## src/hw/rtl/bis_pkg.sv

```systemverilog
// Shared types, constants and helpers for the bilinear image sampler.
// Used by every module of the block; depends on nothing else.
package bis_pkg;

    localparam int DEF_MAX_LINES  = 512;
    localparam int DEF_MAX_SAMPS  = 512;
    localparam int DEF_PIXEL_BITS = 16;
    localparam int DEF_FRAC_BITS  = 8;

    localparam int QUERY_W    = 18;
    localparam int PIX_ADDR_W = 9;
    localparam int PIX_VAL_W  = 16;
    localparam int VALUE_W    = 16;
    localparam int STATUS_W   = 2;
    localparam int CNT_W      = 10;
    localparam int NODATA_W   = 16;

    localparam int S_TDATA_W  = 72;
    localparam int M_TDATA_W  = 16;
    localparam int APB_ADDR_W = 4;
    localparam int APB_DATA_W = 32;

    typedef enum logic [1:0] {
        REG_NUM_LINES = 2'd0,
        REG_NUM_SAMPS = 2'd1,
        REG_NODATA    = 2'd2
    } reg_idx_t;

    typedef enum logic [STATUS_W-1:0] {
        STATUS_OK     = 2'd0,
        STATUS_OOB    = 2'd1,
        STATUS_NODATA = 2'd2
    } status_t;

    typedef struct packed {
        logic valid;
        logic query;
        logic wr;
        logic oob;
    } ctl_t;

    typedef struct packed {
        logic                 valid;
        logic [VALUE_W-1:0]   value;
        status_t              status;
    } res_t;

    function automatic int idx_bits(input int n);
        return (n > 2) ? $clog2(n) : 2;
    endfunction

endpackage

```

## src/hw/rtl/bis_decode.sv

```systemverilog
// First pipeline stage: bounds check, corner and neighbor indexes, fractions.
// Depends on bis_pkg.
module bis_decode
    import bis_pkg::*;
#(
    parameter int MAX_LINES  = DEF_MAX_LINES,
    parameter int MAX_SAMPS  = DEF_MAX_SAMPS,
    parameter int PIXEL_BITS = DEF_PIXEL_BITS,
    parameter int FRAC_BITS  = DEF_FRAC_BITS,
    localparam int LINE_W    = idx_bits(MAX_LINES),
    localparam int SAMP_W    = idx_bits(MAX_SAMPS)
) (
    input  logic                      aclk,
    input  logic                      aresetn,
    input  logic                      en,
    input  logic                      in_valid,
    input  logic                      in_func,
    input  logic [PIX_ADDR_W-1:0]     pix_line,
    input  logic [PIX_ADDR_W-1:0]     pix_samp,
    input  logic [PIX_VAL_W-1:0]      pix_value,
    input  logic signed [QUERY_W-1:0] query_line,
    input  logic signed [QUERY_W-1:0] query_samp,
    input  logic [CNT_W-1:0]          num_lines,
    input  logic [CNT_W-1:0]          num_samps,
    output ctl_t                      ctl,
    output logic [LINE_W-1:0]         line1,
    output logic [LINE_W-1:0]         line2,
    output logic [SAMP_W-1:0]         samp1,
    output logic [SAMP_W-1:0]         samp2,
    output logic [FRAC_BITS-1:0]      frac_a,
    output logic [FRAC_BITS-1:0]      frac_b,
    output logic [PIXEL_BITS-1:0]     wdata
);

    localparam int QI_W = QUERY_W - 1 - FRAC_BITS;
    localparam int CW   = ((QI_W > CNT_W) ? QI_W : CNT_W) + 1;
    localparam logic [CNT_W-1:0] NL_CAP =
        (MAX_LINES < (1 << CNT_W)) ? CNT_W'(MAX_LINES) : '1;
    localparam logic [CNT_W-1:0] NS_CAP =
        (MAX_SAMPS < (1 << CNT_W)) ? CNT_W'(MAX_SAMPS) : '1;

    logic [QI_W-1:0]      li;
    logic [QI_W-1:0]      si;
    logic [FRAC_BITS-1:0] fa;
    logic [FRAC_BITS-1:0] fb;
    logic [CNT_W-1:0]     nl_eff;
    logic [CNT_W-1:0]     ns_eff;
    logic [CW-1:0]        li_p1;
    logic [CW-1:0]        si_p1;
    logic                 line_lt;
    logic                 line_eq;
    logic                 samp_lt;
    logic                 line_ok;
    logic                 samp_ok;
    logic                 pix_in_range;

    ctl_t                  ctl_reg,   ctl_next;
    logic [LINE_W-1:0]     line1_reg, line1_next;
    logic [LINE_W-1:0]     line2_reg, line2_next;
    logic [SAMP_W-1:0]     samp1_reg, samp1_next;
    logic [SAMP_W-1:0]     samp2_reg, samp2_next;
    logic [FRAC_BITS-1:0]  fa_reg;
    logic [FRAC_BITS-1:0]  fb_reg;
    logic [PIXEL_BITS-1:0] wdata_reg;

    assign li = query_line[QUERY_W-2:FRAC_BITS];
    assign si = query_samp[QUERY_W-2:FRAC_BITS];
    assign fa = query_line[FRAC_BITS-1:0];
    assign fb = query_samp[FRAC_BITS-1:0];

    assign nl_eff = (num_lines > NL_CAP) ? NL_CAP : num_lines;
    assign ns_eff = (num_samps > NS_CAP) ? NS_CAP : num_samps;

    assign li_p1 = CW'(li) + CW'(1);
    assign si_p1 = CW'(si) + CW'(1);

    // A non-negative position is inside when its integer part plus one stays
    // below the count; a line position may also sit exactly on the last line.
    assign line_lt = li_p1 < CW'(nl_eff);
    assign line_eq = li_p1 == CW'(nl_eff);
    assign samp_lt = si_p1 < CW'(ns_eff);
    assign line_ok = !query_line[QUERY_W-1] && (line_lt || (line_eq && (fa == '0)));
    assign samp_ok = !query_samp[QUERY_W-1] && samp_lt;

    assign pix_in_range = (int'(pix_line) < MAX_LINES) && (int'(pix_samp) < MAX_SAMPS);

    always_comb begin
        ctl_next.valid = in_valid;
        ctl_next.query = in_func;
        ctl_next.wr    = !in_func && pix_in_range;
        ctl_next.oob   = !(line_ok && samp_ok);
        if (in_func) begin
            line1_next = LINE_W'(li);
            line2_next = line_lt ? LINE_W'(li_p1) : LINE_W'(li);
            samp1_next = SAMP_W'(si);
            samp2_next = SAMP_W'(si_p1);
        end else begin
            line1_next = LINE_W'(pix_line);
            line2_next = LINE_W'(pix_line);
            samp1_next = SAMP_W'(pix_samp);
            samp2_next = SAMP_W'(pix_samp);
        end
    end

    always_ff @(posedge aclk) begin
        if (!aresetn) begin
            ctl_reg <= '0;
        end else if (en) begin
            ctl_reg <= ctl_next;
        end
    end

    always_ff @(posedge aclk) begin
        if (en) begin
            line1_reg <= line1_next;
            line2_reg <= line2_next;
            samp1_reg <= samp1_next;
            samp2_reg <= samp2_next;
            fa_reg    <= fa;
            fb_reg    <= fb;
            wdata_reg <= PIXEL_BITS'(pix_value);
        end
    end

    assign ctl    = ctl_reg;
    assign line1  = line1_reg;
    assign line2  = line2_reg;
    assign samp1  = samp1_reg;
    assign samp2  = samp2_reg;
    assign frac_a = fa_reg;
    assign frac_b = fb_reg;
    assign wdata  = wdata_reg;

endmodule

```

## config.mk

```make
export PLATFORM = sky130hd
export DESIGN_NAME = bis_decode
export DESIGN_NICKNAME = d
export VERILOG_FILES = /design/src/hw/rtl/bis_pkg.sv /design/src/hw/rtl/bis_decode.sv
export SDC_FILE = /design/constraint.sdc
export NUM_CORES = 1
export LEC_CHECK = 0
export ABC_AREA = 1
export BUFFER_PORTS_ARGS = -buffer_cell sky130_fd_sc_hd__clkbuf_2
export CAP_MARGIN = 20
export CORE_MARGIN = 8
export CORE_UTILIZATION = 50
export CTS_BUF_LIST = sky130_fd_sc_hd__clkbuf_16
export CTS_CLUSTER_SIZE = 8
export DETAILED_ROUTE_END_ITERATION = 6
export HOLD_SLACK_MARGIN = 0.1
export PLACE_DENSITY = 0.82
export SLEW_MARGIN = 40
export SYNTH_ARGS = -nofsm -noshare
export SYNTH_HDL_FRONTEND = slang
export SYNTH_SLANG_ARGS = --single-unit
```

## constraint.sdc

```tcl
create_clock -name aclk -period 5.8 [get_ports aclk]
set_input_delay 0.58 -clock aclk [delete_from_list [all_inputs] [get_ports aclk]]
set_output_delay 0.58 -clock aclk [all_outputs]
set_load 0.005 [all_outputs]
```

==> summary.txt <==
STA
  – Achievable Freq: approximately 370 MHz
  – Setup Skew: 0 ns
  – Slew @ Worst Pin: between 0.6 and 0.7 ns
  – Slew margin rel.: between 50% and 60%
  – Setup violators final: 0
  – Final period util: a little under half
  – Final hold vios: 0
  – Period minus WS final: 2.69 ns
  – Max Slew Vio Count: 0
  – RSZ-0062 raised after global routing: no
  – Final WS setup: between 3 and 4 ns
  – Setup TNS: 0 ns

Place
  – Setup WS pre-CTS: approximately 2.8 ns
  – Post-DP HPWL: 8090 um
  – Inst Count DP: about 630
  – Number of port buffers: approximately 170
  – RD Place Congestion: 0.934
  – DP Area: between 4000 and 5000 um2

CTS
  – Post_cts resized: 0
  – CTS root buffer: clkbuf_16
  – H-tree lvl count: 3
  – CTS tree: yes
  – Post-CTS Setup Bufs: 0
  – Worst skew pair latency: around 0.32 ns
  – Clock sinks: 72
  – Clk buf depth: 2
  – Hold buffers post-CTS: 0
  – Clock transition at path regs: roughly 0.06 ns
  – CTS buffer count: 9

Die
  – Die Ht: just over 100 um
  – Die Wd: 101 um
  – Num rows: 31
  – Core Region: approximately 7000 um2
  – Io pins: roughly 170
  – Die Area: around 10000 um2
  – Starting density of the core: 50.9%

Power
  – Reported net switching power: roughly 0.00034 W
  – Reg power frac: between 40% and 50%
  – Sw Ratio: between 20 and 25%
  – Pwr per Cell Area: around 290 nW/um2
  – Power, Total: roughly 0.0014 W
  – Clk network pwr share: approximately two fifths
  – VDD IR max: roughly 0.16 mV
  – Internal power: 0.00104 W
  – LEAKAGE: about 2.4 nW
  – Combinational power share: about 15%

Worst setup path
  – WP data required: 5.87 ns
  – Critical path fanouts, max: 14
  – Crit end category: flip-flop
  – Worst path arrival time: 2.76 ns
  – CP Launch Type: primary input
  – Crit path kind: primary input to flip-flop

Global routing
  – Largest net degree at the start of global routing: between 70 and 80
  – GRT overflow: 0
  – Gr usage total: approximately 19%
  – First-pass GRT wire length: ~15000 um
  – Vias in the first global route: approximately 3.3k
  – Initial antenna violation count: 0

Route
  – Met3 Wirelength: 847 um
  – Metal2 WL: 5140 um
  – DR WL/cell: 15.4 um
  – Routed vias: 3201
  – Post-route ant nets: 0
  – Post-Route M1 WL: roughly 3800 um
  – First-pass detailed-route iteration total: 5
  – Total routed wirelength: 10000 um
  – Top Metal Used: met4
  – Iteration-0 DRC Markers: between 200 and 250
  – DR vias/cell: ~5
  – # DRC: 0

Logic synthesis
  – Seq/Total Area, Yosys: roughly three fifths
  – Netlist cell types: 30
  – Ys flop type: edfxtp_1
  – Synth async-reset ratio: 0%
  – Synth Register Bits: 72
  – Ranking of synthesized cells by area: edfxtp_1 (56%), nand2_1 (13%), ha_1 (7.2%)
  – Post-synth EDFFs: just under 70
  – Post-Synthesis Cells: 372
  – Area leader, netlist: edfxtp_1
  – Avg Cell Area, Syn: a little under 10 um2
  – Synth top area share: a little under three fifths
  – Ys Warns: 0
  – Syn nets: 488
  – Synth Cell Area: ~3600 um2

Cells and area
  – Most frequent cells in the layout: clkbuf_2 (165), nand2_1 (124), edfxtp_1 (68)
  – Number of flip-flops in the largest register: 16
  – Area Growth Syn to Fin: 33.9%
  – # diodes: 0
  – Share of cells above drive strength 1: 35.5%
  – Nets@finish: 660
  – Fin cells: approximately 650
  – Final instance area: approximately 4900 um2
  – Commonest non-fill, non-tap cell in the layout: clkbuf_2

Run status
  – Outcome: finished clean

Worst hold path
  – Hold/Removal Path Class: primary input to flip-flop

Flow run
  – Max Cap Viol: 0
## layer usage
metal / global-route usage (%) / vias to the layer above
li1: - / 1595
met1: 21.0 / 1440
met2: 34.3 / 148
met3: 6.05 / 18
met4: 8.59 / 0
met5: 0 / -
## cells by family after synthesis
group / count (synthesis) / synth area share [%]
buffers and inverters: 51 / 5.51
xor gates and xnor gates: 7 / 1.69
DFF: 72 / 58.4
adders and majority gates: 21 / 7.24
AOI/OAI and AO/OA: 37 / 5.44
and+or+nand+nor: 184 / 21.7
## worst max-delay path, stage by stage
cell	delay, ns
clkbuf_2	0.13
ha_1	0.20
nand3_2	0.13
nor3_4	0.19
xor2_1	0.23
inv_1	0.08
ha_1	0.30
nand2_1	0.08
nor2_1	0.06
nand3_1	0.10
nand3_2	0.22
inv_1	0.24
nand2_1	0.07
nand2_1	0.08
nand2_1	0.06
## through the flow
stage | utilization [%] | hold WS, ns
6_report | 68.1 | 0.428
5_1_grt | 68.1 | 0.415
4_1_cts | 68.1 | 0.422
3_5_place_dp | 63.9 | 0.461
3_3_place_gp | 63.9 | 0.450
2_1_floorplan | - | 0.456
## power groups by stage
stage                     logic (W)  clock network (W)  registers, W
after floorplan           0.0000848                  0      0.000652
after global placement     0.000200                  0      0.000644
after detailed placement   0.000210                  0      0.000646
after CTS                  0.000210           0.000553      0.000635
after global routing       0.000235           0.000575      0.000639
final                      0.000208           0.000543      0.000635
## final cells by class
cell class              instances  area (um2)
multi-input cells             249        1310
fillers                       587        2270
clock buffers                   9         225
well taps                      99         124
clock inverters                 7        71.3
flip-flops and latches         72        2120
inverters                      45         169
repair buffers                167         842
## synth_stat cells, types with 7 or more instances
| library cell | number |
|---|---|
| nor2_1 | 26 |
| nand2_1 | 124 |
| nand3_1 | 12 |
| o21ai_0 | 27 |
| ha_1 | 21 |
| edfxtp_1 | 68 |
| inv_1 | 44 |
| xor2_1 | 7 |
## path summary, 6_finish.rpt
kind / from / endpoint / slack, ns / depth (start not counted)
setup / recovery: query_line[8] / line2[8] / 3.11 / 15
hold / removal: pix_value[4] / wdata[4] / 0.43 / 1
setup reg to reg: ctl[0] / ctl[0] / 5.15 / 4
hold reg to reg: ctl[1] / ctl[1] / 0.47 / 2
(Power assumes the default switching activity.)
