[config.mk]
export PLATFORM = sky130hd
export DESIGN_NAME = bis_blend
export DESIGN_NICKNAME = d
export VERILOG_FILES = /design/src/hw/rtl/bis_pkg.sv /design/src/hw/rtl/bis_blend.sv
export SDC_FILE = /design/constraint.sdc
export NUM_CORES = 2
export LEC_CHECK = 0
export ABC_CLOCK_PERIOD_IN_PS = 22000
export CAP_MARGIN = 20
export CORE_MARGIN = 5
export CORE_UTILIZATION = 30
export CTS_CLUSTER_DIAMETER = 150
export CTS_CLUSTER_SIZE = 40
export DETAILED_ROUTE_END_ITERATION = 7
export DONT_BUFFER_PORTS = 1
export PLACE_DENSITY = 0.43
export SLEW_MARGIN = 15
export SYNTH_ARGS = -nofsm -noshare
export SYNTH_HDL_FRONTEND = slang
export SYNTH_SLANG_ARGS = --single-unit
[constraint.sdc]
create_clock -name aclk -period 22 [get_ports aclk]
set_input_delay 1.1 -clock aclk [delete_from_list [all_inputs] [get_ports aclk]]
set_output_delay 1.1 -clock aclk [all_outputs]
set_load 0.03 [all_outputs]
[src/hw/rtl/bis_pkg.sv]
// Shared types, constants and helpers for the bilinear image sampler.
// Used by every module of the block; depends on nothing else.
package bis_pkg;

    localparam int DEF_MAX_LINES  = 512;
    localparam int DEF_MAX_SAMPS  = 512;
    localparam int DEF_PIXEL_BITS = 16;
    localparam int DEF_FRAC_BITS  = 8;

    localparam int QUERY_W    = 18;
    localparam int PIX_ADDR_W = 9;
    localparam int PIX_VAL_W  = 16;
    localparam int VALUE_W    = 16;
    localparam int STATUS_W   = 2;
    localparam int CNT_W      = 10;
    localparam int NODATA_W   = 16;

    localparam int S_TDATA_W  = 72;
    localparam int M_TDATA_W  = 16;
    localparam int APB_ADDR_W = 4;
    localparam int APB_DATA_W = 32;

    typedef enum logic [1:0] {
        REG_NUM_LINES = 2'd0,
        REG_NUM_SAMPS = 2'd1,
        REG_NODATA    = 2'd2
    } reg_idx_t;

    typedef enum logic [STATUS_W-1:0] {
        STATUS_OK     = 2'd0,
        STATUS_OOB    = 2'd1,
        STATUS_NODATA = 2'd2
    } status_t;

    typedef struct packed {
        logic valid;
        logic query;
        logic wr;
        logic oob;
    } ctl_t;

    typedef struct packed {
        logic                 valid;
        logic [VALUE_W-1:0]   value;
        status_t              status;
    } res_t;

    function automatic int idx_bits(input int n);
        return (n > 2) ? $clog2(n) : 2;
    endfunction

endpackage

[src/hw/rtl/bis_blend.sv]
// Weight, neighbor-product and summing stages of the bilinear blend, with the
// nodata check and result status. Depends on bis_pkg.
module bis_blend
    import bis_pkg::*;
#(
    parameter int PIXEL_BITS = DEF_PIXEL_BITS,
    parameter int FRAC_BITS  = DEF_FRAC_BITS
) (
    input  logic                  aclk,
    input  logic                  aresetn,
    input  logic                  en,
    input  ctl_t                  in_ctl,
    input  logic [FRAC_BITS-1:0]  frac_a,
    input  logic [FRAC_BITS-1:0]  frac_b,
    input  logic [3:0]            parity,
    input  logic [PIXEL_BITS-1:0] rd_data [4],
    input  logic [NODATA_W-1:0]   nodata_value,
    output res_t                  res
);

    localparam int WW     = 2 * FRAC_BITS + 1;
    localparam int WF_W   = 2 * FRAC_BITS + 2;
    localparam int PF_W   = WW + PIXEL_BITS;
    localparam int SUM_W  = 2 * FRAC_BITS + PIXEL_BITS;
    localparam int CMP_W  = (PIXEL_BITS > NODATA_W) ? PIXEL_BITS : NODATA_W;
    localparam logic [FRAC_BITS:0] ONE_FX = {1'b1, {FRAC_BITS{1'b0}}};

    logic [FRAC_BITS:0]    na;
    logic [FRAC_BITS:0]    nb;
    logic [FRAC_BITS:0]    ea;
    logic [FRAC_BITS:0]    eb;
    logic [WF_W-1:0]       w_full [4];

    logic                  v2_reg;
    logic                  oob2_reg;
    logic [3:0]            par2_reg;
    logic [WW-1:0]         w2_reg [4];

    logic [1:0]            pix_sel [4];
    logic [PIXEL_BITS-1:0] pix [4];
    logic [PF_W-1:0]       prod_full [4];
    logic                  nd_hit;

    logic                  v3_reg;
    logic                  oob3_reg;
    logic                  nd3_reg;
    logic [SUM_W-1:0]      prod3_reg [4];

    logic [SUM_W-1:0]      sum;
    res_t                  res_reg, res_next;

    // Stage 2: corner weights, in step with the store read.
    assign ea = {1'b0, frac_a};
    assign eb = {1'b0, frac_b};
    assign na = ONE_FX - ea;
    assign nb = ONE_FX - eb;

    assign w_full[0] = na * nb;
    assign w_full[1] = na * eb;
    assign w_full[2] = ea * nb;
    assign w_full[3] = ea * eb;

    always_ff @(posedge aclk) begin
        if (!aresetn) begin
            v2_reg <= 1'b0;
        end else if (en) begin
            v2_reg <= in_ctl.valid && in_ctl.query;
        end
    end

    always_ff @(posedge aclk) begin
        if (en) begin
            oob2_reg <= in_ctl.oob;
            par2_reg <= parity;
            for (int i = 0; i < 4; i++) begin
                w2_reg[i] <= w_full[i][WW-1:0];
            end
        end
    end

    // Stage 3: route bank data to the four corners, check nodata, multiply.
    // parity holds the low bits of the lower line, next line, lower sample
    // and next sample, from the top bit down.
    assign pix_sel[0] = {par2_reg[3], par2_reg[1]};
    assign pix_sel[1] = {par2_reg[3], par2_reg[0]};
    assign pix_sel[2] = {par2_reg[2], par2_reg[1]};
    assign pix_sel[3] = {par2_reg[2], par2_reg[0]};

    always_comb begin
        nd_hit = 1'b0;
        for (int i = 0; i < 4; i++) begin
            pix[i]       = rd_data[pix_sel[i]];
            prod_full[i] = w2_reg[i] * pix[i];
            if (CMP_W'(pix[i]) == CMP_W'(nodata_value)) begin
                nd_hit = 1'b1;
            end
        end
    end

    always_ff @(posedge aclk) begin
        if (!aresetn) begin
            v3_reg <= 1'b0;
        end else if (en) begin
            v3_reg <= v2_reg;
        end
    end

    always_ff @(posedge aclk) begin
        if (en) begin
            oob3_reg <= oob2_reg;
            nd3_reg  <= nd_hit;
            for (int i = 0; i < 4; i++) begin
                prod3_reg[i] <= prod_full[i][SUM_W-1:0];
            end
        end
    end

    // Stage 4: sum, drop the fraction bits and form the status.
    assign sum = prod3_reg[0] + prod3_reg[1] + prod3_reg[2] + prod3_reg[3];

    always_comb begin
        res_next.valid = v3_reg;
        if (oob3_reg) begin
            res_next.value  = '0;
            res_next.status = STATUS_OOB;
        end else if (nd3_reg) begin
            res_next.value  = '0;
            res_next.status = STATUS_NODATA;
        end else begin
            res_next.value  = VALUE_W'(sum[SUM_W-1:2*FRAC_BITS]);
            res_next.status = STATUS_OK;
        end
    end

    always_ff @(posedge aclk) begin
        if (!aresetn) begin
            res_reg.valid <= 1'b0;
        end else if (en) begin
            res_reg.valid <= res_next.valid;
        end
        if (en) begin
            res_reg.value  <= res_next.value;
            res_reg.status <= res_next.status;
        end
    end

    assign res = res_reg;

endmodule

==> summary by stage <==
Clocking
The root buffer cell is sky130_fd_sc_hd__clkbuf_16. CTS built an H-tree with a depth of 1. The number of hold buffers added after CTS was 0. The insertion delay of the later-clocked pin in the worst-skew pair is 570 ps. TritonCTS built the clock tree. Once the clock tree was built, the setup fixing pass inserted 0 buffers. Clock-pin slew was measured on the worst setup and hold paths at 150 ps. In this run, post-CTS repair resized a total of 0 instances.

The number of buffers created by CTS is 14. Counting along the longest clock path gives a buffer depth of 3. The clock net in this run drives a total of 220 sinks.

Route
The first detailed-routing pass took 5 iterations. The count of unresolved DRC violations after routing is 0. Dividing the detail-routed via count by the number of cells gives 4.705. The routed via count is 37230. After detailed routing, the average wire length per cell comes to 20.49 um. The detail route stage leaves a number of antenna-violating nets equal to 0. For this block, the routed nets add up to 162100 um of wire. After the first detailed-routing iteration, the DRC count stood at 2061.

Yosys
In the synthesized netlist, the cells that appear most often are 1175 x sky130_fd_sc_hd__inv_1, 1045 x sky130_fd_sc_hd__fa_1, 758 x sky130_fd_sc_hd__nand2_1. The cell accounting for the most synthesized area is sky130_fd_sc_hd__fa_1. Sorting the synthesized cells by area gives the leading types as sky130_fd_sc_hd__fa_1 39%, sky130_fd_sc_hd__ha_1 13%, sky130_fd_sc_hd__edfxtp_1 12%. The distinct cell type count of the synthesized netlist is 71.

Summed over its instances, the top area cell type makes up 38.55% of the synthesized netlist area. The synthesized design contains 220 register bits. After synthesis the cells add up to 54270 sq um. The net count after synthesis is 7382. Of all flip-flops after synthesis, the portion carrying an async set or reset was 0%.

The share of the Yosys chip area taken by registers is 12.12%. The most used flip-flop cell after synthesis is sky130_fd_sc_hd__edfxtp_1. During synthesis, Yosys emitted a total of 0 warnings. sky130_fd_sc_hd__inv_1 is the most common cell in the netlist.

The synthesized design contains 217 enable-type register cells. The average size of a mapped cell is 9.612 sq um. Synthesis handed over a netlist of 5646 instances.

STA
The max-slew violation count was 0. At the pin with the least slew margin, the transition time is 1171 ps. Setup repair after global routing left no endpoint under its margin. The final critical path time including I/O delays and setup is 8394 ps. The clock arrives with 32.67 ps of skew.

The worst path uses 38.15% of the clock period. The final number of setup-violating endpoints is 0. Measured against its own limit, the worst slew margin works out to 21.38%.

The final count of hold timing violations came to 0. Adding up every negative setup slack in the final design gives 0 ps. Static timing analysis puts the maximum clock frequency at 119.1 MHz.

Placed design
The number of buffers inserted by port buffering is 0. Once detailed placement completed, the half-perimeter wirelength came to 128600 um. The placer congestion estimate is 0.8502. Counting tap cells, the placed design contains a total of 7886 instances.

Global routing
The first global-routing pass estimated 251100 um of wire. The total overflow left after global routing is 0. The number of global-route vias before repair is 40400. In the global route stage, overall resource usage came out at 17.22%. The initial antenna violation count is 18.

The largest net degree at the start of global routing is 222.

Die
Measured along the x axis, the die boundary spans 435.3 um. The full die area is 189500 sq um. In this run the core area contains 156 standard-cell rows. The core area is 180400 sq um. The starting density of the core is 30.09%. The I/O pin count is 126. The die height is 435.3 um.

Worst setup path
The worst setup path is of the flip-flop to flip-flop kind. The type of element capturing the critical path is a flip-flop. Of all nets on the critical path, the largest fanout is 32. The type of origin of the critical path is a flip-flop. At the worst endpoint, the arrival time is 8650 ps.

The data required time of the critical path is 22260 ps. Measured in cells, the most critical reg-to-reg path has a length of 23.

Hold path
The cell count of the worst hold path is 0. The worst hold path class is flip-flop to flip-flop.

Layout
The count of placed standard cells in the final layout, fillers left out is 7913. The register with the most flip-flops in the layout has 128 of them. The final layout contains 7269 nets. Relative to the synthesized area, the layout overhead comes to 6.230%. Cells with a size suffix above 1 make up 3.520% of the layout.

Job
The number of violations of the max-capacitance limit is 0.

Status
The run finished with clean final reports.
## per-stage QoR
step / utilization [%] / hold slack, ps / area, sq um / setup slack (ps)
final: 31.97 / 435.0 / 57650 / 13610
after global routing: 31.96 / 445.9 / 57640 / 13100
after CTS: 31.96 / 437.7 / 57640 / 13550
after detailed placement: 31.68 / 421.2 / 57140 / 13440
after global placement: 31.68 / 404.4 / 57140 / 13380
after floorplan: - / 400.3 / 54270 / 14460
## path summary, 6_finish.rpt
path,startpoint,endpoint,slack [ps]
worst max-delay path,par2_reg[0]$_DFFE_PP_,prod3_reg[3][27]$_DFFE_PP_,13610
worst min-delay path,oob2_reg$_DFFE_PP_,oob3_reg$_DFFE_PP_,440
worst max register to register,par2_reg[0]$_DFFE_PP_,prod3_reg[3][27]$_DFFE_PP_,13610
worst min register to register,oob2_reg$_DFFE_PP_,oob3_reg$_DFFE_PP_,440
## cells by family after synthesis
family	after synthesis	synth area share, %
buf+inv	1377	9.536
xor+xnor	257	4.148
flops	220	12.12
fa+ha+maj	1629	52.01
simple gates	1695	15.32
mux	68	2.029
compound gates	400	4.832
## area by class of cell
class	count	area [sq um]
antenna	3	7.507
clock buffer	15	375.4
clock inverter	8	118.9
fill	19000	122700
inverter	1175	4410
multi-input combinational	4049	42640
sequential	220	6576
tap	2370	2965
timing repair buffer	73	560.5
## per-layer routing
| metal | global-route usage (%) | share of wire [%] |
|---|---|---|
| met1 | 24.27 | 47 |
| met2 | 28.49 | 46 |
| met3 | 2.316 | 4.3 |
| met4 | 3.356 | 2.3 |
| met5 | 0 | 0.0068 |
## cell usage in the layout, fill, tap and decap left out, drive strengths merged, types with 73 or more instances in the layout
master and n:
edfxtp 217, nor2 140, inv 1181, nand2 758, and2 631, xor2 108
xnor2 149, fa 1045, buf 73, ha 584, a21oi 136
## critical path: stages (launching register included)
cell	delay (ps)
sky130_fd_sc_hd__edfxtp_1	330
sky130_fd_sc_hd__buf_4	490
sky130_fd_sc_hd__mux4_2	820
sky130_fd_sc_hd__and2_1	280
sky130_fd_sc_hd__fa_1	530
sky130_fd_sc_hd__inv_1	50
sky130_fd_sc_hd__fa_1	460
sky130_fd_sc_hd__fa_1	510
sky130_fd_sc_hd__inv_1	50
sky130_fd_sc_hd__fa_1	500
sky130_fd_sc_hd__fa_1	500
sky130_fd_sc_hd__inv_1	70
sky130_fd_sc_hd__fa_1	480
sky130_fd_sc_hd__inv_1	40
sky130_fd_sc_hd__ha_1	350
sky130_fd_sc_hd__and3_1	200
sky130_fd_sc_hd__and3_1	180
sky130_fd_sc_hd__a41oi_1	170
sky130_fd_sc_hd__nand4b_1	190
sky130_fd_sc_hd__a311oi_2	330
sky130_fd_sc_hd__nor3_1	170
sky130_fd_sc_hd__o41ai_2	440
sky130_fd_sc_hd__o21bai_1	160
sky130_fd_sc_hd__xor2_1	750
Power is not shown: default switching activity piles up to over one toggle a cycle in this logic, so the estimate is an artifact.
