**config.mk**
```make
export PLATFORM = sky130hd
export DESIGN_NAME = bis_skid
export DESIGN_NICKNAME = d
export VERILOG_FILES = /design/src/hw/rtl/bis_pkg.sv /design/src/hw/rtl/bis_skid.sv
export SDC_FILE = /design/constraint.sdc
export NUM_CORES = 1
export LEC_CHECK = 0
export BUFFER_PORTS_ARGS = -buffer_cell sky130_fd_sc_hd__buf_2
export CAP_MARGIN = 15
export CELL_PAD_IN_SITES_DETAIL_PLACEMENT = 1
export CELL_PAD_IN_SITES_GLOBAL_PLACEMENT = 1
export CORE_MARGIN = 2
export CORE_UTILIZATION = 38
export CTS_CLUSTER_SIZE = 25
export DETAILED_ROUTE_END_ITERATION = 6
export PLACE_DENSITY = 0.7
export SLEW_MARGIN = 20
export SYNTH_ARGS = -nofsm -noshare
export SYNTH_HDL_FRONTEND = slang
export SYNTH_SLANG_ARGS = --single-unit
```
**constraint.sdc**
```tcl
create_clock -name aclk -period 2.2 [get_ports aclk]
set_input_delay 0.33 -clock aclk [delete_from_list [all_inputs] [get_ports aclk]]
set_output_delay 0.33 -clock aclk [all_outputs]
set_load 0.05 [all_outputs]
```
**src/hw/rtl/bis_pkg.sv**
```systemverilog
// Shared types, constants and helpers for the bilinear image sampler.
// Used by every module of the block; depends on nothing else.
package bis_pkg;

    localparam int DEF_MAX_LINES  = 512;
    localparam int DEF_MAX_SAMPS  = 512;
    localparam int DEF_PIXEL_BITS = 16;
    localparam int DEF_FRAC_BITS  = 8;

    localparam int QUERY_W    = 18;
    localparam int PIX_ADDR_W = 9;
    localparam int PIX_VAL_W  = 16;
    localparam int VALUE_W    = 16;
    localparam int STATUS_W   = 2;
    localparam int CNT_W      = 10;
    localparam int NODATA_W   = 16;

    localparam int S_TDATA_W  = 72;
    localparam int M_TDATA_W  = 16;
    localparam int APB_ADDR_W = 4;
    localparam int APB_DATA_W = 32;

    typedef enum logic [1:0] {
        REG_NUM_LINES = 2'd0,
        REG_NUM_SAMPS = 2'd1,
        REG_NODATA    = 2'd2
    } reg_idx_t;

    typedef enum logic [STATUS_W-1:0] {
        STATUS_OK     = 2'd0,
        STATUS_OOB    = 2'd1,
        STATUS_NODATA = 2'd2
    } status_t;

    typedef struct packed {
        logic valid;
        logic query;
        logic wr;
        logic oob;
    } ctl_t;

    typedef struct packed {
        logic                 valid;
        logic [VALUE_W-1:0]   value;
        status_t              status;
    } res_t;

    function automatic int idx_bits(input int n);
        return (n > 2) ? $clog2(n) : 2;
    endfunction

endpackage

```
**src/hw/rtl/bis_skid.sv**
```systemverilog
// Output register with a one-beat skid slot, decoupling the pipeline enable
// from the downstream tready. Depends on bis_pkg.
module bis_skid
    import bis_pkg::*;
(
    input  logic                 aclk,
    input  logic                 aresetn,
    input  res_t                 in_res,
    output logic                 in_ready,
    output logic                 m_tvalid,
    input  logic                 m_tready,
    output logic [M_TDATA_W-1:0] m_tdata,
    output logic [STATUS_W-1:0]  m_tuser
);

    logic out_valid_reg,  out_valid_next;
    logic skid_valid_reg, skid_valid_next;
    res_t out_data_reg,   out_data_next;
    res_t skid_data_reg,  skid_data_next;
    logic out_free;
    logic push;

    assign in_ready = !skid_valid_reg;
    assign push     = in_res.valid && in_ready;
    assign out_free = !out_valid_reg || m_tready;

    always_comb begin
        out_valid_next  = out_valid_reg;
        out_data_next   = out_data_reg;
        skid_valid_next = skid_valid_reg;
        skid_data_next  = skid_data_reg;
        if (skid_valid_reg) begin
            if (out_free) begin
                out_valid_next  = 1'b1;
                out_data_next   = skid_data_reg;
                skid_valid_next = 1'b0;
            end
        end else if (push) begin
            if (out_free) begin
                out_valid_next = 1'b1;
                out_data_next  = in_res;
            end else begin
                skid_valid_next = 1'b1;
                skid_data_next  = in_res;
            end
        end else if (out_free) begin
            out_valid_next = 1'b0;
        end
    end

    always_ff @(posedge aclk) begin
        if (!aresetn) begin
            out_valid_reg  <= 1'b0;
            skid_valid_reg <= 1'b0;
        end else begin
            out_valid_reg  <= out_valid_next;
            skid_valid_reg <= skid_valid_next;
        end
    end

    always_ff @(posedge aclk) begin
        out_data_reg  <= out_data_next;
        skid_data_reg <= skid_data_next;
    end

    assign m_tvalid = out_valid_reg;
    assign m_tdata  = out_data_reg.value;
    assign m_tuser  = out_data_reg.status;

endmodule

```
==> results of run 1 <==
[area by class of cell]
cell class	count	area, um2	area share (%)
well taps	48	60.06	3.319
clock inverters	1	3.754	0.2075
repair buffers	45	235.2	13.00
flip-flops and latches	38	1121	61.96
multi-input cells	24	316.6	17.50
clock buffers	5	68.82	3.804
inverters	1	3.754	0.2075
[report_power, final]
part / leakage, uW / switching (uW) / internal, uW / total, uW
logic: 0.000320 / 125 / 62.9 / 188
clock network: 0.0000375 / 205 / 206 / 411
registers: 0.000355 / 8.01 / 830 / 838
total: 0.000712 / 338 / 1100 / 1440
[cell usage in the layout (no fill, tap or decap)]
cell      synthesis  routed
nor3b_2           0       1
nor2_1            1       1
edfxtp_1         36      36
nand2b_1          1       1
buf_4             0       4
inv_1             1       1
mux2_4           18      18
nor3b_1           2       1
clkbuf_8          0       5
clkinv_1          0       1
dfxtp_1           2       2
a21boi_0          1       1
buf_2             0      41
nor2b_2           0       1
[worst reg2reg max path, cell delays in order, from the launching register on]
cell and delay, ns:
dfxtp_1 0.39, buf_4 0.35, mux2_4 0.34
[metal layers]
layer | GRT usage, % | share of wire (%) | vias to the layer above
met5 | 0 | 0 | -
met4 | 8.594 | 3.5 | 0
met3 | 3.066 | 3.3 | 7
met2 | 20.71 | 57 | 20
met1 | 11.30 | 36 | 346
li1 | - | - | 347
[cell families after synthesis]
kind of cell | after synthesis
and+or+nand+nor | 5
buffers and inverters | 3
AOI/OAI and AO/OA | 1
muxes | 18
DFF | 38
[worst paths after layout]
kind	cells after the start	slack, ns	to
max reg2reg	2	0.88	m_tdata[15]
max	3	0.58	in_ready
min	1	0.24	skid_data_reg[7]
min reg2reg	1	0.55	m_tdata[8]
[metrics by stage]
stage	cell area, um2	setup slack [ns]	power (uW)	cells	hold WS [ns]
after CTS	1809	0.5543	1461	162	0.2313
after global placement	1737	0.8624	1041	156	0.5255
after floorplan	1461	0.1859	988.8	65	0.4289
after detailed placement	1737	0.8074	1046	156	0.5271
after global routing	1809	0.4808	1490	162	0.2324
final	1809	0.5778	1437	162	0.2407
==> results.json, run 1 <==
{
  "status": "complete, no violations",
  "utilization_pct": 49.42,
  "core_area_um2": 3661,
  "diodes": 0,
  "rows": 22,
  "cp_slowest_stage_delay_ns": 0.39,
  "worstMarginPinSlew_ns": 0.3322,
  "total_leakage_power_uw": 0.0007123,
  "vias": 720,
  "power_density_nw_per_um2": 794.4,
  "drtAntennaViolNets": 0,
  "start_util_pct": 39.78,
  "cts_buffers": 5,
  "critPathMaxFanout": 19,
  "max_slew_margin_pct": 77.85,
  "portBuffers": 41,
  "antenna_found_initial": 0,
  "first_pass_iters": 3,
  "syn_area_per_cell_um2": 22.41,
  "grt_setup_unrepaired": "false",
  "syn-num-nets": 87,
  "hp-class": "in2reg",
  "synthToLayoutAreaGrowth_pct": 24.23,
  "yosys_warnings": 0,
  "die_w_um": 65.91,
  "synthSimpleGateAreaFrac_pct": 2.148,
  "fillerInstances": 349,
  "cts.sinks": 38,
  "place_hpwl_um": 1694,
  "grt_pass1_vias": 758,
  "rr_startpoint": "skid_valid_reg",
  "cp_top_family": "buffers and inverters",
  "clk_latency_ns": 0.28,
  "synthAdderAreaFrac_pct": 0,
  "cts_tree": "yes",
  "pin_count": 42,
  "yosys-top-cells-count": "edfxtp_1, mux2_4, buf_6, dfxtp_1, nor3b_1",
  "synth_top_area_share_pct": 74.23,
  "synthTopCellsByArea": "edfxtp_1, mux2_4, dfxtp_1",
  "dieArea_um2": 4344,
  "synth_ff_type": "edfxtp_1",
  "final_nets": 137,
  "slowest_stage": "dfxtp_1",
  "first_iter_violations": 11,
  "synth_top_family_by_area": "multiplexers",
  "slew_viol_final": 0,
  "max_freq_ghz": 0.6165,
  "seq_area_frac_synth_pct": 76.98,
  "cts_resized": 0,
  "drive_gt1_share_pct": 61.40,
  "setup_violations": 0,
  "synth_seq_cells": 38,
  "synth_mux_area_share_pct": 18.56,
  "worstSetupEndpointType": "primary output",
  "cp.required_ns": 1.87,
  "crit_chain": "buf_4, inv_1, buf_2",
  "viasPerCell": 4.444,
  "post-synth-top-count-cell": "edfxtp_1",
  "clk_path_buf_depth": 2,
  "critPathLaunch": "skid_valid_reg",
  "finalCritPeriodShare_pct": 73.74,
  "fin_setup_tns_ns": 0,
  "synthesis.area_um2": 1456,
  "grt_max_degree": 20,
  "wire_per_inst_um": 13.66,
  "largest_register_ffs": 18,
  "synth_compound_area_share_pct": 0.5155,
  "maxCapViolCount": 0,
  "post_cts_buffers": 0,
  "post-route-drc-count": 0,
  "vdd_drop_max_mv": 0.4465,
  "final-hold-violation-count": 0,
  "synth_cell_types": 10,
  "synth_top_cell_by_area": "edfxtp_1",
  "grt_pass1_wl_um": 3505,
  "synth_edf_count": 36,
  "routed_wl_um": 2213,
  "arrival_ns": 1.29,
  "die_h_um": 65.91,
  "fin_skew_ns": 0.004070,
  "syn-instance-count": 65,
  "grt_overflow": 0,
  "critPathKind": "reg2out",
  "htreeDepth": 2,
  "path_buf_inv": 3,
  "place_congestion": 0.6357,
  "holdBufCountCts": 0,
  "cts.clk_slew.worst_paths_ns": 0.07,
  "grt_usage_pct": 11.58,
  "startpoint_type": "flip-flop",
  "synth-xor-area-share_pct": 0,
  "hp-start": "in_res[7]",
  "cts_root_buf": "clkbuf_8",
  "fin_crit_ns": 1.622,
  "ys_async_sr_fraction_pct": 0
}
Note: power is estimated with default switching activity, not from simulation.
==> inputs of run 2 (changes only) <==
- clock period: 2.2 -> 1.35 ns (I/O delays scaled with it)
==> run 2 against run 1 <==
  * Clock skew is 0.00075 ns lower
  * Via count is 0.69% higher
  * Clock-buffer cell count stayed put
  * Critical path depth stayed put
  * Hold slack worse by 0.13 ns
  * Sequential share of layout area is 3.1 points lower
  * Final cell count is 1.9% higher
  * Critical path type unchanged
  * Critical endpoint unchanged
  * Highest routed layer unchanged
==> results.json, run 2 (synthesis gave the netlist of run 1 again) <==
{
  "place_hpwl_um": 1697,
  "critPathMaxFanout": 9,
  "whs_ns": 0.1060,
  "fin_setup_tns_ns": 0,
  "power_density_nw_per_um2": 1457,
  "place_congestion": 0.6197,
  "swShare_pct": 21.50,
  "die_w_um": 65.91,
  "first_iter_violations": 14,
  "routed-wl-met2_um": 1199,
  "clk_path_buf_depth": 2,
  "p_switching_uw": 600.8,
  "htreeDepth": 2,
  "drtAntennaViolNets": 0,
  "fin_crit_ns": 1.309,
  "worstSetupEndpointType": "primary output",
  "comb_power_share_pct": 11.5,
  "die_h_um": 65.91,
  "cts.sinks": 38,
  "wire_per_inst_um": 14.24,
  "cp.required_ns": 1.15,
  "max_slew_margin_pct": 83.03,
  "grt_pass1_wl_um": 3781,
  "synthToLayoutAreaGrowth_pct": 31.70,
  "first_pass_iters": 2,
  "p_seq_share_pct": 48.8,
  "p_clk_share_pct": 39.7,
  "fillerInstances": 340,
  "post_cts_buffers": 0,
  "portBuffers": 41,
  "utilization_pct": 52.39,
  "finalCritPeriodShare_pct": 96.93,
  "total_power_uw": 2794,
  "antenna_found_initial": 0,
  "final_cell_mix": "buf_2, edfxtp_1, mux2_4, clkbuf_8, buf_4",
  "largest_register_ffs": 18,
  "final_nets": 138,
  "post-route-drc-count": 0,
  "slew_viol_final": 0,
  "cts.clk_slew.worst_paths_ns": 0.07,
  "status": "complete, no violations",
  "critPathKind": "reg2out",
  "start_util_pct": 39.78,
  "setup_violations": 0,
  "dp_slack_ns": 0.09482,
  "pin_count": 42,
  "grt_setup_unrepaired": "false",
  "worstMarginPinSlew_ns": 0.2563,
  "drive_gt1_share_pct": 64.96,
  "total_leakage_power_uw": 0.0007598,
  "startpoint_type": "flip-flop",
  "fin_skew_ns": 0.003315,
  "met3_length_um": 151,
  "final_common_cell": "buf_2",
  "vias": 725,
  "core_area_um2": 3661,
  "max_freq_ghz": 0.7642,
  "viasPerCell": 4.394,
  "clk_latency_ns": 0.28,
  "r2r_setup_slack_ns": 0.16,
  "cellInternalPower_uw": 2194,
  "vdd_drop_max_mv": 0.8810,
  "rows": 22,
  "diodes": 0,
  "routed_wl_um": 2349,
  "grt_pass1_vias": 754,
  "arrival_ns": 1.11,
  "final-hold-violation-count": 0,
  "grt_usage_pct": 12.49,
  "grt_max_degree": 19,
  "highest_layer": "met4",
  "hp-class": "in2reg",
  "cts_tree": "yes",
  "setup_ws_ns": 0.04145,
  "dieArea_um2": 4344,
  "cts_buffers": 5,
  "maxCapViolCount": 0,
  "grt_overflow": 0,
  "drt-met1-wl_um": 972,
  "cts_root_buf": "clkbuf_8"
}
-- run 2: cell count changes in the layout (fill, tap and decap cells not counted), sizes merged --
cell / before / now
bufinv: 0 / 2
buf: 45 / 46
-- run 2: metrics by stage --
stage / cells / area, um2
3_3_place_gp: 157 / 1774
4_1_cts: 165 / 1912
5_1_grt: 165 / 1918
2_1_floorplan: 65 / 1481
3_5_place_dp: 157 / 1774
6_report: 165 / 1918
-- run 2: path summary, 6_finish.rpt --
kind,startpoint,endpoint,cells past startpoint
worst min register to register,m_tvalid,skid_valid_reg,2
worst min-delay path,in_res[12],skid_data_reg[12],1
worst max-delay path,skid_valid_reg,in_ready,3
worst max register to register,skid_valid_reg,m_tdata[15],2
-- run 2: what timing repair did --
item	in CTS	in global routing
setup endpoints to repair	1	1
hold buffers	0	0
hold endpoints to repair	0	0
resized for setup	2	2
-- run 2: layout make-up --
| type | count | area (um2) | area share [%] |
|---|---|---|---|
| multi-input combinational | 24 | 330.3 | 17.22 |
| tap | 48 | 60.06 | 3.131 |
| timing repair buffer | 46 | 262.8 | 13.70 |
| clock inverter | 3 | 63.81 | 3.327 |
| sequential | 38 | 1129 | 58.84 |
| inverter | 1 | 3.754 | 0.1957 |
| clock buffer | 5 | 68.82 | 3.588 |
-- run 2: critical path, cell delays in order, from the launching register on --
cell	delay, ns
dfxtp_4	0.37
buf_8	0.15
inv_1	0.05
buf_2	0.25
-- run 2: power by group through the flow --
stage	clock network [uW]	logic (uW)	registers, uW
5_1_grt	1190	338	1370
3_5_place_dp	0	324	1390
2_1_floorplan	0	86.5	1530
4_1_cts	1140	325	1370
3_3_place_gp	0	318	1390
6_report	1110	321	1360
-- run 2: per-layer routing --
| metal | GRT usage (%) | vias up |
|---|---|---|
| met5 | 0 | - |
| met4 | 7.031 | 0 |
| met3 | 5.281 | 2 |
| met2 | 19.70 | 21 |
| met1 | 14.19 | 350 |
| li1 | - | 352 |
==> inputs of run 3 (changes only) <==
- ABC_AREA: unset -> 1
- CORE_UTILIZATION: 38 -> 35
- GPL_TIMING_DRIVEN: unset -> 0
==> run 3 against run 2 <==
  * Sequential share of layout area rose by 3.3 points
  * Via count is 27% higher
  * Final area fell by 5.5%
  * Core utilization fell by 4.0 points
  * Sequential power is essentially flat
  * Worst setup slack improved by 0.054 ns
  * Non-clock buffer count grew 1
  * Clock power decreased by 37%
  * Global-route usage rose by 2.0 points
  * Largest cell class unchanged
  * Wire length grew 20%
  * Synthesized cell count up 62%
==> results.json, run 3 <==
{
  "p_clk_share_pct": 29.1,
  "hp-class": "in2reg",
  "worstSetupEndpointType": "primary output",
  "fin_skew_ns": 0.0008226,
  "routed_wl_um": 2811,
  "critPathMaxFanout": 10,
  "total_leakage_power_uw": 0.0007765,
  "cts.sinks": 38,
  "hold_depth": 1,
  "total_power_uw": 2402,
  "htreeDepth": 2,
  "vdd_drop_max_mv": 0.7039,
  "cts.clk_slew.worst_paths_ns": 0.06,
  "portBuffers": 41,
  "cts_tree": "yes",
  "drtAntennaViolNets": 0,
  "post-synth-top-count-cell": "nand2_1",
  "final_cell_mix": "nand2_1, buf_2, edfxtp_1, clkbuf_8",
  "power_density_nw_per_um2": 1326,
  "synthToLayoutAreaGrowth_pct": 30.33,
  "seq_area_frac_synth_pct": 80.65,
  "synthesis.area_um2": 1390,
  "synth_edf_count": 36,
  "dp_slack_ns": -0.06231,
  "post-route-drc-count": 0,
  "vias": 921,
  "hp-start": "in_res[12]",
  "syn-num-nets": 127,
  "wire_per_inst_um": 13.78,
  "synth_seq_cells": 38,
  "final-hold-violation-count": 0,
  "antenna_found_initial": 0,
  "syn_area_per_cell_um2": 13.24,
  "synthTopCellsByArea": "edfxtp_1, nand2_1, dfxtp_1",
  "dieArea_um2": 4492,
  "arrival_ns": 1.05,
  "max_slew_margin_pct": 82.89,
  "place_congestion": 0.6497,
  "synth_top_area_share_pct": 77.77,
  "syn-instance-count": 105,
  "r2r_setup_slack_ns": 0.19,
  "cp.required_ns": 1.15,
  "finalCritPeriodShare_pct": 92.96,
  "grt_pass1_wl_um": 4478,
  "synth_cell_types": 12,
  "hold_path_end": "skid_data_reg[12]",
  "reg2regPathDepth": 3,
  "p_seq_share_pct": 57.3,
  "max_freq_ghz": 0.7969,
  "setup_ws_ns": 0.09510,
  "synth_top_cell_by_area": "edfxtp_1",
  "fillerInstances": 420,
  "comb_power_share_pct": 13.6,
  "clk_path_buf_depth": 2,
  "fin_crit_ns": 1.255,
  "rows": 22,
  "grt_overflow": 0,
  "cellInternalPower_uw": 1800,
  "grt_usage_pct": 14.49,
  "largest_register_ffs": 18,
  "r2r_end": "skid_data_reg[17]",
  "viasPerCell": 4.515,
  "startpoint_type": "flip-flop",
  "drive_gt1_share_pct": 36.54,
  "yosys_warnings": 0,
  "start_util_pct": 37.13,
  "p_switching_uw": 601.8,
  "core_area_um2": 3744,
  "grt_setup_unrepaired": "false",
  "critPathKind": "reg2out",
  "die_h_um": 67.02,
  "grt_pass1_vias": 968,
  "ys_async_sr_fraction_pct": 0,
  "swShare_pct": 25.05,
  "worstMarginPinSlew_ns": 0.2557,
  "diodes": 0,
  "pin_count": 42,
  "yosys-top-cells-count": "nand2_1, edfxtp_1, nor2_1, dfxtp_1, nand3_1",
  "synth_ff_type": "edfxtp_1",
  "first_iter_violations": 18,
  "final_nets": 178,
  "cts_root_buf": "clkbuf_8",
  "first_pass_iters": 4,
  "rr_startpoint": "skid_valid_reg",
  "fin_setup_tns_ns": 0,
  "clk_latency_ns": 0.28,
  "place_hpwl_um": 1990,
  "setup_violations": 0,
  "slew_viol_final": 0,
  "maxCapViolCount": 0,
  "die_w_um": 67.02,
  "status": "complete, no violations",
  "final_common_cell": "nand2_1",
  "cts_buffers": 5,
  "grt_max_degree": 19
}
==> run 3: layer usage <==
layer	vias up	track usage, %	wire length, um
met3	2	5.405	124
met1	446	15.04	1092
met5	-	0	0
met2	20	24.50	1560
met4	0	8.929	34
li1	453	-	-
==> run 3: timing repair <==
| item | CTS | global route |
|---|---|---|
| resized for setup | 3 | 1 |
| hold buffers | 0 | 0 |
| hold endpoints to repair | 0 | 0 |
| pin swaps | 1 | 0 |
| setup buffers | 3 | 0 |
| setup endpoints to repair | 37 | 1 |
==> run 3: metrics by stage <==
step                      instances  hold slack (ns)  cell area [um2]  utilization, %
after floorplan                 105           0.3014             1413               -
final                           204           0.1097             1812           48.40
after global placement          194           0.3959             1678           44.82
after global routing            204          0.08994             1812           48.40
after detailed placement        194           0.3988             1678           44.82
after CTS                       204           0.1006             1808           48.30
==> run 3: final cells by class <==
cell class | instances | area, um2 | area share (%)
Inverter | 2 | 10.01 | 0.5525
Multi-Input combinational cell | 62 | 256.5 | 14.16
Timing Repair Buffer | 44 | 259.0 | 14.30
Clock buffer | 7 | 76.32 | 4.213
Tap cell | 48 | 60.06 | 3.315
Buffer | 3 | 23.77 | 1.312
Sequential cell | 38 | 1126 | 62.15
==> run 3: power by group through the flow <==
stage	Combinational, uW	Sequential [uW]	Clock, uW
finish	326	1380	700
global route	349	1380	783
CTS	329	1380	722
detailed placement	311	1400	0
global placement	302	1400	0
floorplan	65.7	1550	0
==> run 3: how the worst max path moves through the flow <==
stage	from	endpoint	slack, ns	cells after the start
after detailed placement	m_tready	skid_data_reg[17]	-0.06	4
after global routing	skid_valid_reg	in_ready	0.02	3
final	skid_valid_reg	in_ready	0.1	3
after floorplan	m_tvalid	skid_data_reg[0]	0.06	2
after CTS	skid_valid_reg	in_ready	0.03	3
after global placement	m_tready	skid_data_reg[14]	-0.04	4
==> run 3: cells by family (layout without fill, tap and decap cells) <==
logic type             after synthesis  after routing  synth area share, %
DFF                                 38             38                80.65
buffers and inverters                5             56                2.250
AOI/OAI and AO/OA                    2              2               0.7194
and+or+nand+nor                     60             60                16.38
==> run 3: critical path: stages (launching register included) <==
cell	delay, ns
dfxtp_2	0.34
inv_4	0.11
buf_6	0.15
buf_6	0.16
